<file path="config.mk">
export PLATFORM = sky130hd
export DESIGN_NAME = axis_squash_wrap_address_unit
export DESIGN_NICKNAME = d
export VERILOG_FILES = /design/src/rtl/core/asw_pkg.sv /design/src/rtl/core/asw_wrap.sv /design/src/rtl/core/axis_squash_wrap_address_unit.sv
export SDC_FILE = /design/constraint.sdc
export NUM_CORES = 2
export LEC_CHECK = 0
export BUFFER_PORTS_ARGS = -buffer_cell sky130_fd_sc_hd__buf_2
export CAP_MARGIN = 20
export CORE_MARGIN = 3
export CORE_UTILIZATION = 55
export CTS_CLUSTER_DIAMETER = 150
export DETAILED_ROUTE_END_ITERATION = 16
export PLACE_DENSITY = 0.67
export SYNTH_ARGS = -nofsm -noshare
export SYNTH_HDL_FRONTEND = slang
export SYNTH_SLANG_ARGS = --single-unit
</file>
<file path="constraint.sdc">
create_clock -name clock -period 12.3 [get_ports clock]
set_input_delay 1.23 -clock clock [delete_from_list [all_inputs] [get_ports clock]]
set_output_delay 1.23 -clock clock [all_outputs]
set_load 0.1 [all_outputs]
</file>
<file path="src/rtl/core/asw_pkg.sv">
`timescale 1ns / 1ps
// asw_pkg: widths, register indexes, reset values and the dimension clamp
// for the axis squash wrap address unit. depends on nothing.

package asw_pkg;

   localparam int COORD_W       = 12;
   localparam int CFG_DIM_W     = 13;
   localparam int SCALE_W       = 28;
   localparam int ADDR_W        = 24;
   localparam int CSR_IDX_W     = 2;
   localparam int CSR_DATA_W    = SCALE_W;
   localparam int MAX_DIM       = 4096;
   localparam int FRAC_BITS_DEF = 16;
   localparam int WRAP_STEP     = 3;

   localparam logic [CSR_IDX_W-1:0] CSR_HORIZONTAL   = 2'd0;
   localparam logic [CSR_IDX_W-1:0] CSR_SCALE        = 2'd1;
   localparam logic [CSR_IDX_W-1:0] CSR_FRAME_WIDTH  = 2'd2;
   localparam logic [CSR_IDX_W-1:0] CSR_FRAME_HEIGHT = 2'd3;

   localparam logic                 RST_HORIZONTAL   = 1'b1;
   localparam logic [SCALE_W-1:0]   RST_SCALE        = 28'd65536;
   localparam logic [CFG_DIM_W-1:0] RST_FRAME_WIDTH  = 13'd640;
   localparam logic [CFG_DIM_W-1:0] RST_FRAME_HEIGHT = 13'd480;

   // zero becomes one, anything above the largest frame is clamped
   function automatic logic [CFG_DIM_W-1:0] clamp_dim(input logic [CFG_DIM_W-1:0] v);
      if (v == '0) begin
         return CFG_DIM_W'(1);
      end
      if (v > MAX_DIM) begin
         return CFG_DIM_W'(MAX_DIM);
      end
      return v;
   endfunction

endpackage

</file>
<file path="src/rtl/core/asw_wrap.sv">
`timescale 1ns / 1ps
// asw_wrap: pipelined floor modulo of a two's complement value by a frame
// dimension, STEP quotient bits per stage. depends on asw_pkg.

module asw_wrap #(
   parameter int VAL_W = 26,
   parameter int DIM_W = asw_pkg::CFG_DIM_W,
   parameter int STEP  = asw_pkg::WRAP_STEP
) (
   input  logic             clock,
   input  logic             reset,
   input  logic             in_valid,
   input  logic [VAL_W-1:0] in_value,
   input  logic [DIM_W-1:0] dim,
   output logic             out_valid,
   output logic [DIM_W-1:0] out_rem
);

   localparam int N     = (VAL_W + STEP - 1) / STEP;
   localparam int PAD_W = N * STEP;

   logic [N:0]       vld_ff;
   logic [N:0]       neg_ff;
   logic [PAD_W-1:0] mag_ff [N:0];
   logic [DIM_W-1:0] rem_ff [N:0];
   logic             out_valid_ff;
   logic [DIM_W-1:0] out_rem_ff;
   logic [DIM_W-1:0] out_rem_in;
   logic [VAL_W-1:0] abs_val;

   // magnitude and sign
   assign abs_val = in_value[VAL_W-1] ? (~in_value + 1'b1) : in_value;

   always_ff @(posedge clock) begin
      if (reset) begin
         vld_ff[0] <= 1'b0;
      end else begin
         vld_ff[0] <= in_valid;
      end
   end

   always_ff @(posedge clock) begin
      neg_ff[0] <= in_value[VAL_W-1];
      mag_ff[0] <= PAD_W'(abs_val);
      rem_ff[0] <= '0;
   end

   for (genvar k = 1; k <= N; k++) begin : g_stage
      logic [DIM_W-1:0] rem_in;
      logic [PAD_W-1:0] mag_in;
      logic [DIM_W:0]   cand;

      always_comb begin
         rem_in = rem_ff[k-1];
         mag_in = mag_ff[k-1];
         cand   = '0;
         for (int j = 0; j < STEP; j++) begin
            cand   = {rem_in, mag_in[PAD_W-1]};
            mag_in = {mag_in[PAD_W-2:0], 1'b0};
            if (cand >= {1'b0, dim}) begin
               rem_in = DIM_W'(cand - {1'b0, dim});
            end else begin
               rem_in = cand[DIM_W-1:0];
            end
         end
      end

      always_ff @(posedge clock) begin
         if (reset) begin
            vld_ff[k] <= 1'b0;
         end else begin
            vld_ff[k] <= vld_ff[k-1];
         end
      end

      always_ff @(posedge clock) begin
         neg_ff[k] <= neg_ff[k-1];
         mag_ff[k] <= mag_in;
         rem_ff[k] <= rem_in;
      end
   end

   // negative dividend with nonzero remainder folds back into range
   assign out_rem_in = (neg_ff[N] && (rem_ff[N] != '0)) ? (dim - rem_ff[N]) : rem_ff[N];

   always_ff @(posedge clock) begin
      if (reset) begin
         out_valid_ff <= 1'b0;
      end else begin
         out_valid_ff <= vld_ff[N];
      end
   end

   always_ff @(posedge clock) begin
      out_rem_ff <= out_rem_in;
   end

   assign out_valid = out_valid_ff;
   assign out_rem   = out_rem_ff;

   a_fwd_latency: assert property (@(posedge clock) disable iff (reset)
      in_valid |-> ##(N+2) out_valid)
      else $error("wrap result missing");

   a_bwd_latency: assert property (@(posedge clock) disable iff (reset)
      out_valid |-> $past(in_valid, N+2))
      else $error("wrap result without input");

   a_reset_flush: assert property (@(posedge clock)
      reset |=> !out_valid)
      else $error("wrap result after reset");

endmodule

</file>
<file path="src/rtl/core/axis_squash_wrap_address_unit.sv">
`timescale 1ns / 1ps
// axis_squash_wrap_address_unit: centred axis squash source address, top level.
// depends on asw_pkg and asw_wrap.
//
//   channel   ports                                  handshake
//   request   req_out_x, req_out_y                   start high, busy low
//   response  rsp_src_x, rsp_src_y, rsp_src_address  rsp_valid, one cycle
//   config    csr_index, csr_wdata                   csr_we, no wait
//
// one transaction per cycle; asw_wrap has N = ceil((42 - FRAC_BITS) / 3)
// modulo stages (9 at 16 bits)
// reset is synchronous: it empties the pipeline and restores the registers
// busy is always low, the receiver takes every response as it comes

module axis_squash_wrap_address_unit #(
   parameter int FRAC_BITS = asw_pkg::FRAC_BITS_DEF
) (
   input  logic                               clock,
   input  logic                               reset,
   input  logic                               start,
   output logic                               busy,
   input  logic [asw_pkg::COORD_W-1:0]        req_out_x,
   input  logic [asw_pkg::COORD_W-1:0]        req_out_y,
   output logic                               rsp_valid,
   output logic [asw_pkg::COORD_W-1:0]        rsp_src_x,
   output logic [asw_pkg::COORD_W-1:0]        rsp_src_y,
   output logic [asw_pkg::ADDR_W-1:0]         rsp_src_address,
   input  logic                               csr_we,
   input  logic [asw_pkg::CSR_IDX_W-1:0]      csr_index,
   input  logic [asw_pkg::CSR_DATA_W-1:0]     csr_wdata
);

   localparam int CW     = asw_pkg::COORD_W;
   localparam int DW     = asw_pkg::CFG_DIM_W;
   localparam int SW     = asw_pkg::SCALE_W;
   localparam int D_W    = CW + 1;
   localparam int PROD_W = D_W + SW;
   localparam int T_W    = PROD_W - FRAC_BITS;
   localparam int U_W    = T_W + 1;
   localparam int N_WRAP = (U_W + asw_pkg::WRAP_STEP - 1) / asw_pkg::WRAP_STEP;
   localparam int LAT    = N_WRAP + 8;
   localparam int MP_W   = 2 * DW;

   // configuration
   logic                 horizontal_ff;
   logic signed [SW-1:0] scale_ff;
   logic [DW-1:0]        width_ff;
   logic [DW-1:0]        height_ff;

   // axis selection, a is the scaled axis
   logic [DW-1:0]   dim_a;
   logic [DW-1:0]   dim_b;
   logic [DW-2:0]   half_a;
   logic [CW-1:0]   coord_a;
   logic [CW-1:0]   coord_b;
   logic            accept;

   // pipeline
   logic                     v1_ff, v2_ff, v3_ff, v4_ff;
   logic signed [D_W-1:0]    d_ff;
   logic signed [D_W-1:0]    d_in;
   logic signed [PROD_W-1:0] p_ff;
   logic signed [PROD_W-1:0] p_in;
   logic [PROD_W-1:0]        p_bias;
   logic [T_W-1:0]           t_ff;
   logic [U_W-1:0]           u_ff;
   logic [U_W-1:0]           u_in;
   logic [CW-1:0]            b1_ff, b2_ff, b3_ff, b4_ff;

   logic            wa_valid, wb_valid;
   logic [DW-1:0]   ra, rb;
   logic [DW-1:0]   sx_in, sy_in;
   logic            vm_ff;
   logic [DW-1:0]   sx_ff, sy_ff;
   logic [MP_W-1:0] mp_ff;
   logic [MP_W-1:0] addr_in;

   logic                rsp_valid_ff;
   logic [CW-1:0]       rsp_src_x_ff, rsp_src_y_ff;
   logic [asw_pkg::ADDR_W-1:0] rsp_src_address_ff;

   assign busy   = 1'b0;
   assign accept = start && !busy;

   always_ff @(posedge clock) begin
      if (reset) begin
         horizontal_ff <= asw_pkg::RST_HORIZONTAL;
         scale_ff      <= asw_pkg::RST_SCALE;
         width_ff      <= asw_pkg::clamp_dim(asw_pkg::RST_FRAME_WIDTH);
         height_ff     <= asw_pkg::clamp_dim(asw_pkg::RST_FRAME_HEIGHT);
      end else if (csr_we) begin
         unique case (csr_index)
            asw_pkg::CSR_HORIZONTAL:   horizontal_ff <= csr_wdata[0];
            asw_pkg::CSR_SCALE:        scale_ff      <= csr_wdata[SW-1:0];
            asw_pkg::CSR_FRAME_WIDTH:  width_ff      <= asw_pkg::clamp_dim(csr_wdata[DW-1:0]);
            asw_pkg::CSR_FRAME_HEIGHT: height_ff     <= asw_pkg::clamp_dim(csr_wdata[DW-1:0]);
            default: ;
         endcase
      end
   end

   assign dim_a   = horizontal_ff ? height_ff : width_ff;
   assign dim_b   = horizontal_ff ? width_ff : height_ff;
   assign half_a  = dim_a[DW-1:1];
   assign coord_a = horizontal_ff ? req_out_y : req_out_x;
   assign coord_b = horizontal_ff ? req_out_x : req_out_y;

   // centre offset, product, truncation toward zero, half frame back
   assign d_in   = signed'({1'b0, coord_a}) - signed'({1'b0, half_a});
   assign p_in   = d_ff * scale_ff;
   assign p_bias = p_ff + (p_ff[PROD_W-1] ? PROD_W'((1 << FRAC_BITS) - 1) : PROD_W'(0));
   assign u_in   = {t_ff[T_W-1], t_ff} + U_W'(half_a);

   always_ff @(posedge clock) begin
      if (reset) begin
         v1_ff <= 1'b0;
         v2_ff <= 1'b0;
         v3_ff <= 1'b0;
         v4_ff <= 1'b0;
      end else begin
         v1_ff <= accept;
         v2_ff <= v1_ff;
         v3_ff <= v2_ff;
         v4_ff <= v3_ff;
      end
   end

   always_ff @(posedge clock) begin
      d_ff  <= d_in;
      b1_ff <= coord_b;
      p_ff  <= p_in;
      b2_ff <= b1_ff;
      t_ff  <= p_bias[PROD_W-1:FRAC_BITS];
      b3_ff <= b2_ff;
      u_ff  <= u_in;
      b4_ff <= b3_ff;
   end

   asw_wrap #(
      .VAL_W (U_W),
      .DIM_W (DW),
      .STEP  (asw_pkg::WRAP_STEP)
   ) u_wrap_a (
      .clock     (clock),
      .reset     (reset),
      .in_valid  (v4_ff),
      .in_value  (u_ff),
      .dim       (dim_a),
      .out_valid (wa_valid),
      .out_rem   (ra)
   );

   asw_wrap #(
      .VAL_W (U_W),
      .DIM_W (DW),
      .STEP  (asw_pkg::WRAP_STEP)
   ) u_wrap_b (
      .clock     (clock),
      .reset     (reset),
      .in_valid  (v4_ff),
      .in_value  (U_W'(b4_ff)),
      .dim       (dim_b),
      .out_valid (wb_valid),
      .out_rem   (rb)
   );

   assign sx_in = horizontal_ff ? rb : ra;
   assign sy_in = horizontal_ff ? ra : rb;

   // row times width, then add the column
   always_ff @(posedge clock) begin
      if (reset) begin
         vm_ff <= 1'b0;
      end else begin
         vm_ff <= wa_valid && wb_valid;
      end
   end

   always_ff @(posedge clock) begin
      sx_ff <= sx_in;
      sy_ff <= sy_in;
      mp_ff <= sy_in * width_ff;
   end

   assign addr_in = mp_ff + MP_W'(sx_ff);

   always_ff @(posedge clock) begin
      if (reset) begin
         rsp_valid_ff <= 1'b0;
      end else begin
         rsp_valid_ff <= vm_ff;
      end
   end

   always_ff @(posedge clock) begin
      rsp_src_x_ff       <= sx_ff[CW-1:0];
      rsp_src_y_ff       <= sy_ff[CW-1:0];
      rsp_src_address_ff <= addr_in[asw_pkg::ADDR_W-1:0];
   end

   assign rsp_valid       = rsp_valid_ff;
   assign rsp_src_x       = rsp_src_x_ff;
   assign rsp_src_y       = rsp_src_y_ff;
   assign rsp_src_address = rsp_src_address_ff;

   a_fwd_latency: assert property (@(posedge clock) disable iff (reset)
      (start && !busy) |-> ##(LAT) rsp_valid)
      else $error("transaction lost in pipeline");

   a_bwd_latency: assert property (@(posedge clock) disable iff (reset)
      rsp_valid |-> $past(start && !busy, LAT))
      else $error("response without transaction");

   a_reset_flush: assert property (@(posedge clock)
      reset |=> !rsp_valid)
      else $error("response after reset");

endmodule
</file>
==> out/qor.csv <==
metric;value;unit
Max Fclk;0.0964;GHz
post-route ant nets;0;
final slew viol count;0;
max incr delay on CP;0.89;ns
nets@finish;10100;
Netlist cell types;95;
vias per cell;5.81;
Seq/Total Area, Yosys;0.217;
max_cap viols;0;
initial antenna violation count;12;
Ys Warns;0;
Top Ports;108;
CTS tree;yes;
# rows;135;
cts repair resizes;0;
DR vias;61000;
# setup viols final;0;
Post-Syn Area;0.0752;mm²
DPL Wire Length;152000;µm
Clock Skew;0.0313;ns
Placer Congestion;0.943;
CTS sink cnt;816;
Reg clk slew, reported paths;0.06;ns
CP max FO;31;
setup bufs post-CTS;0;
RSZ-0062 raised after global routing;false;
Synth top area share;0.217;
Yosys top cell by area;dfxtp_1;
top cells by area, synth;dfxtp_1 (22%), ha_1 (15%), fa_1 (13%);
Skew-Pair Late Insertion Delay;0.70;ns
cts hold-fix bufs;0;
setup TNS;0;ns
startpoint types;register;
pin count of the biggest net entering global routing;47;
Multi-input gate area;0.0553;mm²
overall routing resource usage;0.273;
Critical Path AT;10.91;ns
Setup CP Type;register to register;
Pre-antenna DRT Iters;6;
Worst Path Required;12.84;ns
Area Growth Syn to Fin;8.49;%
Post-synth EDFFs;0;
worst slew pin tran;1.08;ns
Die ar.;0.141;mm²
DRC viols;0;
asr flop ratio synth;0;
H-tree depth;3;
status;finished, final reports clean;
Max-slew headroom;0.274;
core box area;0.136;mm²
Total Wirelength;195000;µm
crit end category;register;
ys flop type;dfxtp_1;
vias in the first global route;60500;
number of I/O port buffers;106;
DRT iter0 DRCs;4440;
hold depth;0;
Tcrit/Tclk final;0.843;
clk root buf;clkbuf_16;
register area;0.0163;mm²
total CTS buffers;93;
Syn Inst Count;8540;
final worst setup slack;1.93;ns
Die W;376;µm
Wirelength per Cell;18.6;µm
clk buf depth;3;
Top cell by count, worst path;o21ai_0;
fillers;11800;
R2R cell count;34;
Tmin final;10.37;ns
final hold violation count;0;
r2r setup slk;1.93;ns
die height;376;µm
remaining global-route overflow;0;
Initial Util;0.554;
Seq cells post-synth;816;
Hold Crit Class;register to register;
wire length of the first global-routing pass;315000;µm
pre-CTS setup slack;2.06;ns
Avg Cell Area, Syn;8.81;µm²
slowest stage cell, crit path;dfxtp_4;
share of post-route cells with drive strength above 1;0.0959;
==> cells by family after synthesis <==
family,count (synthesis),share of synthesized area
flip-flops,816,0.217
AO/OA/AOI/OAI,1684,0.147
multiplexers,479,0.0698
adder cells (fa/ha/maj),1385,0.280
other,1,0.0000499
AND/OR/NAND/NOR,2521,0.162
buffers and inverters,1030,0.0521
XOR/XNOR,624,0.0727
==> critical path, delay by kind of cell, from the launching register on <==
kind / cells / cell delay [ns]
AOI/OAI and AO/OA: 18 / 4.38
adders and majority gates: 4 / 1.21
buffers and inverters: 4 / 0.95
DFF: 1 / 0.89
muxes: 2 / 0.42
and+or+nand+nor: 6 / 2.29
==> flip-flops by register name (all words and copies together) (netlist names), 24 cells and up <==
name and flops:
rsp_src_address 24, mp_ff 24, u_ff 26, u_wrap_a.rem_ff 117, p_ff 41, u_wrap_a.mag_ff 134
u_wrap_b.rem_ff 117, u_wrap_b.mag_ff 90, scale_ff 28, t_ff 25
==> Yosys cell counts, drive strengths merged, types with 29 or more instances <==
cell type	number
nor3	198
o31ai	54
nand4	126
or3	59
and3	62
and2	251
xnor2	433
nand2	781
dfxtp	816
o21bai	33
o221ai	29
a211oi	36
nor2b	151
or2	43
nor2	552
a31oi	35
o21a	92
a21oi	472
a21boi	75
nand2b	90
clkbuf	179
xor2	191
a21o	162
buf	45
o211ai	42
fa	493
inv	804
nand3	118
ha	892
o41ai	47
mux2i	116
mux2	363
o21ai	381
==> stage by stage <==
stage	std cells	util	hold WS (ns)	instance area, µm²
5_1_grt	10500	0.601	0.319	81600
3_3_place_gp	10300	0.576	0.310	78200
2_1_floorplan	8550	-	0.310	75200
4_1_cts	10500	0.601	0.316	81600
3_5_place_dp	10300	0.576	0.312	78200
6_report	10500	0.602	0.314	81600
==> layout make-up <==
class                           instances  area share
Antenna cell                            7    0.000215
Multi-Input combinational cell       6704       0.678
Sequential cell                       816       0.200
Clock buffer                          111      0.0307
Clock inverter                         63      0.0106
Tap cell                             1781      0.0273
Timing Repair Buffer                  205      0.0158
Inverter                              806      0.0371
==> cell usage in the layout (no fill, tap or decap), drive strengths merged, types with 32 or more instances in the layout <==
cell type	Yosys	final
o21bai	33	33
nor2	552	552
nand2b	90	90
a21oi	472	472
or2	43	43
ha	892	892
o31ai	54	54
clkinv	2	32
inv	804	820
a211oi	36	36
buf	45	204
nand3	118	118
nand4	126	126
a21o	162	162
or3	59	59
o21ai	381	381
fa	493	493
xor2	191	191
o41ai	47	47
dfxtp	816	816
mux2i	116	116
and2	251	251
o21a	92	92
clkbuf	179	112
mux2	363	363
and3	62	62
xnor2	433	433
nand2	781	781
o211ai	42	42
a31oi	35	35
nor3	198	198
a21boi	75	75
nor2b	151	151
==> per-layer routing <==
layer	vias to the layer above	wire length [µm]	track usage
met5	-	13	0
met4	2	6830	0.0972
met3	327	11300	0.0368
met2	1655	89400	0.454
met1	29300	87500	0.365
li1	29800	-	-
==> final timing paths <==
| check | startpoint | endpoint |
|---|---|---|
| min | u_wrap_a.mag_ff[0][18] | u_wrap_a.mag_ff[1][21] |
| min reg2reg | u_wrap_a.mag_ff[0][18] | u_wrap_a.mag_ff[1][21] |
| max | horizontal_ff | u_wrap_b.rem_ff[9][7] |
| max reg2reg | horizontal_ff | u_wrap_b.rem_ff[9][7] |
Power is not shown: default switching activity piles up to over one toggle a cycle in this logic, so the estimate is an artifact.
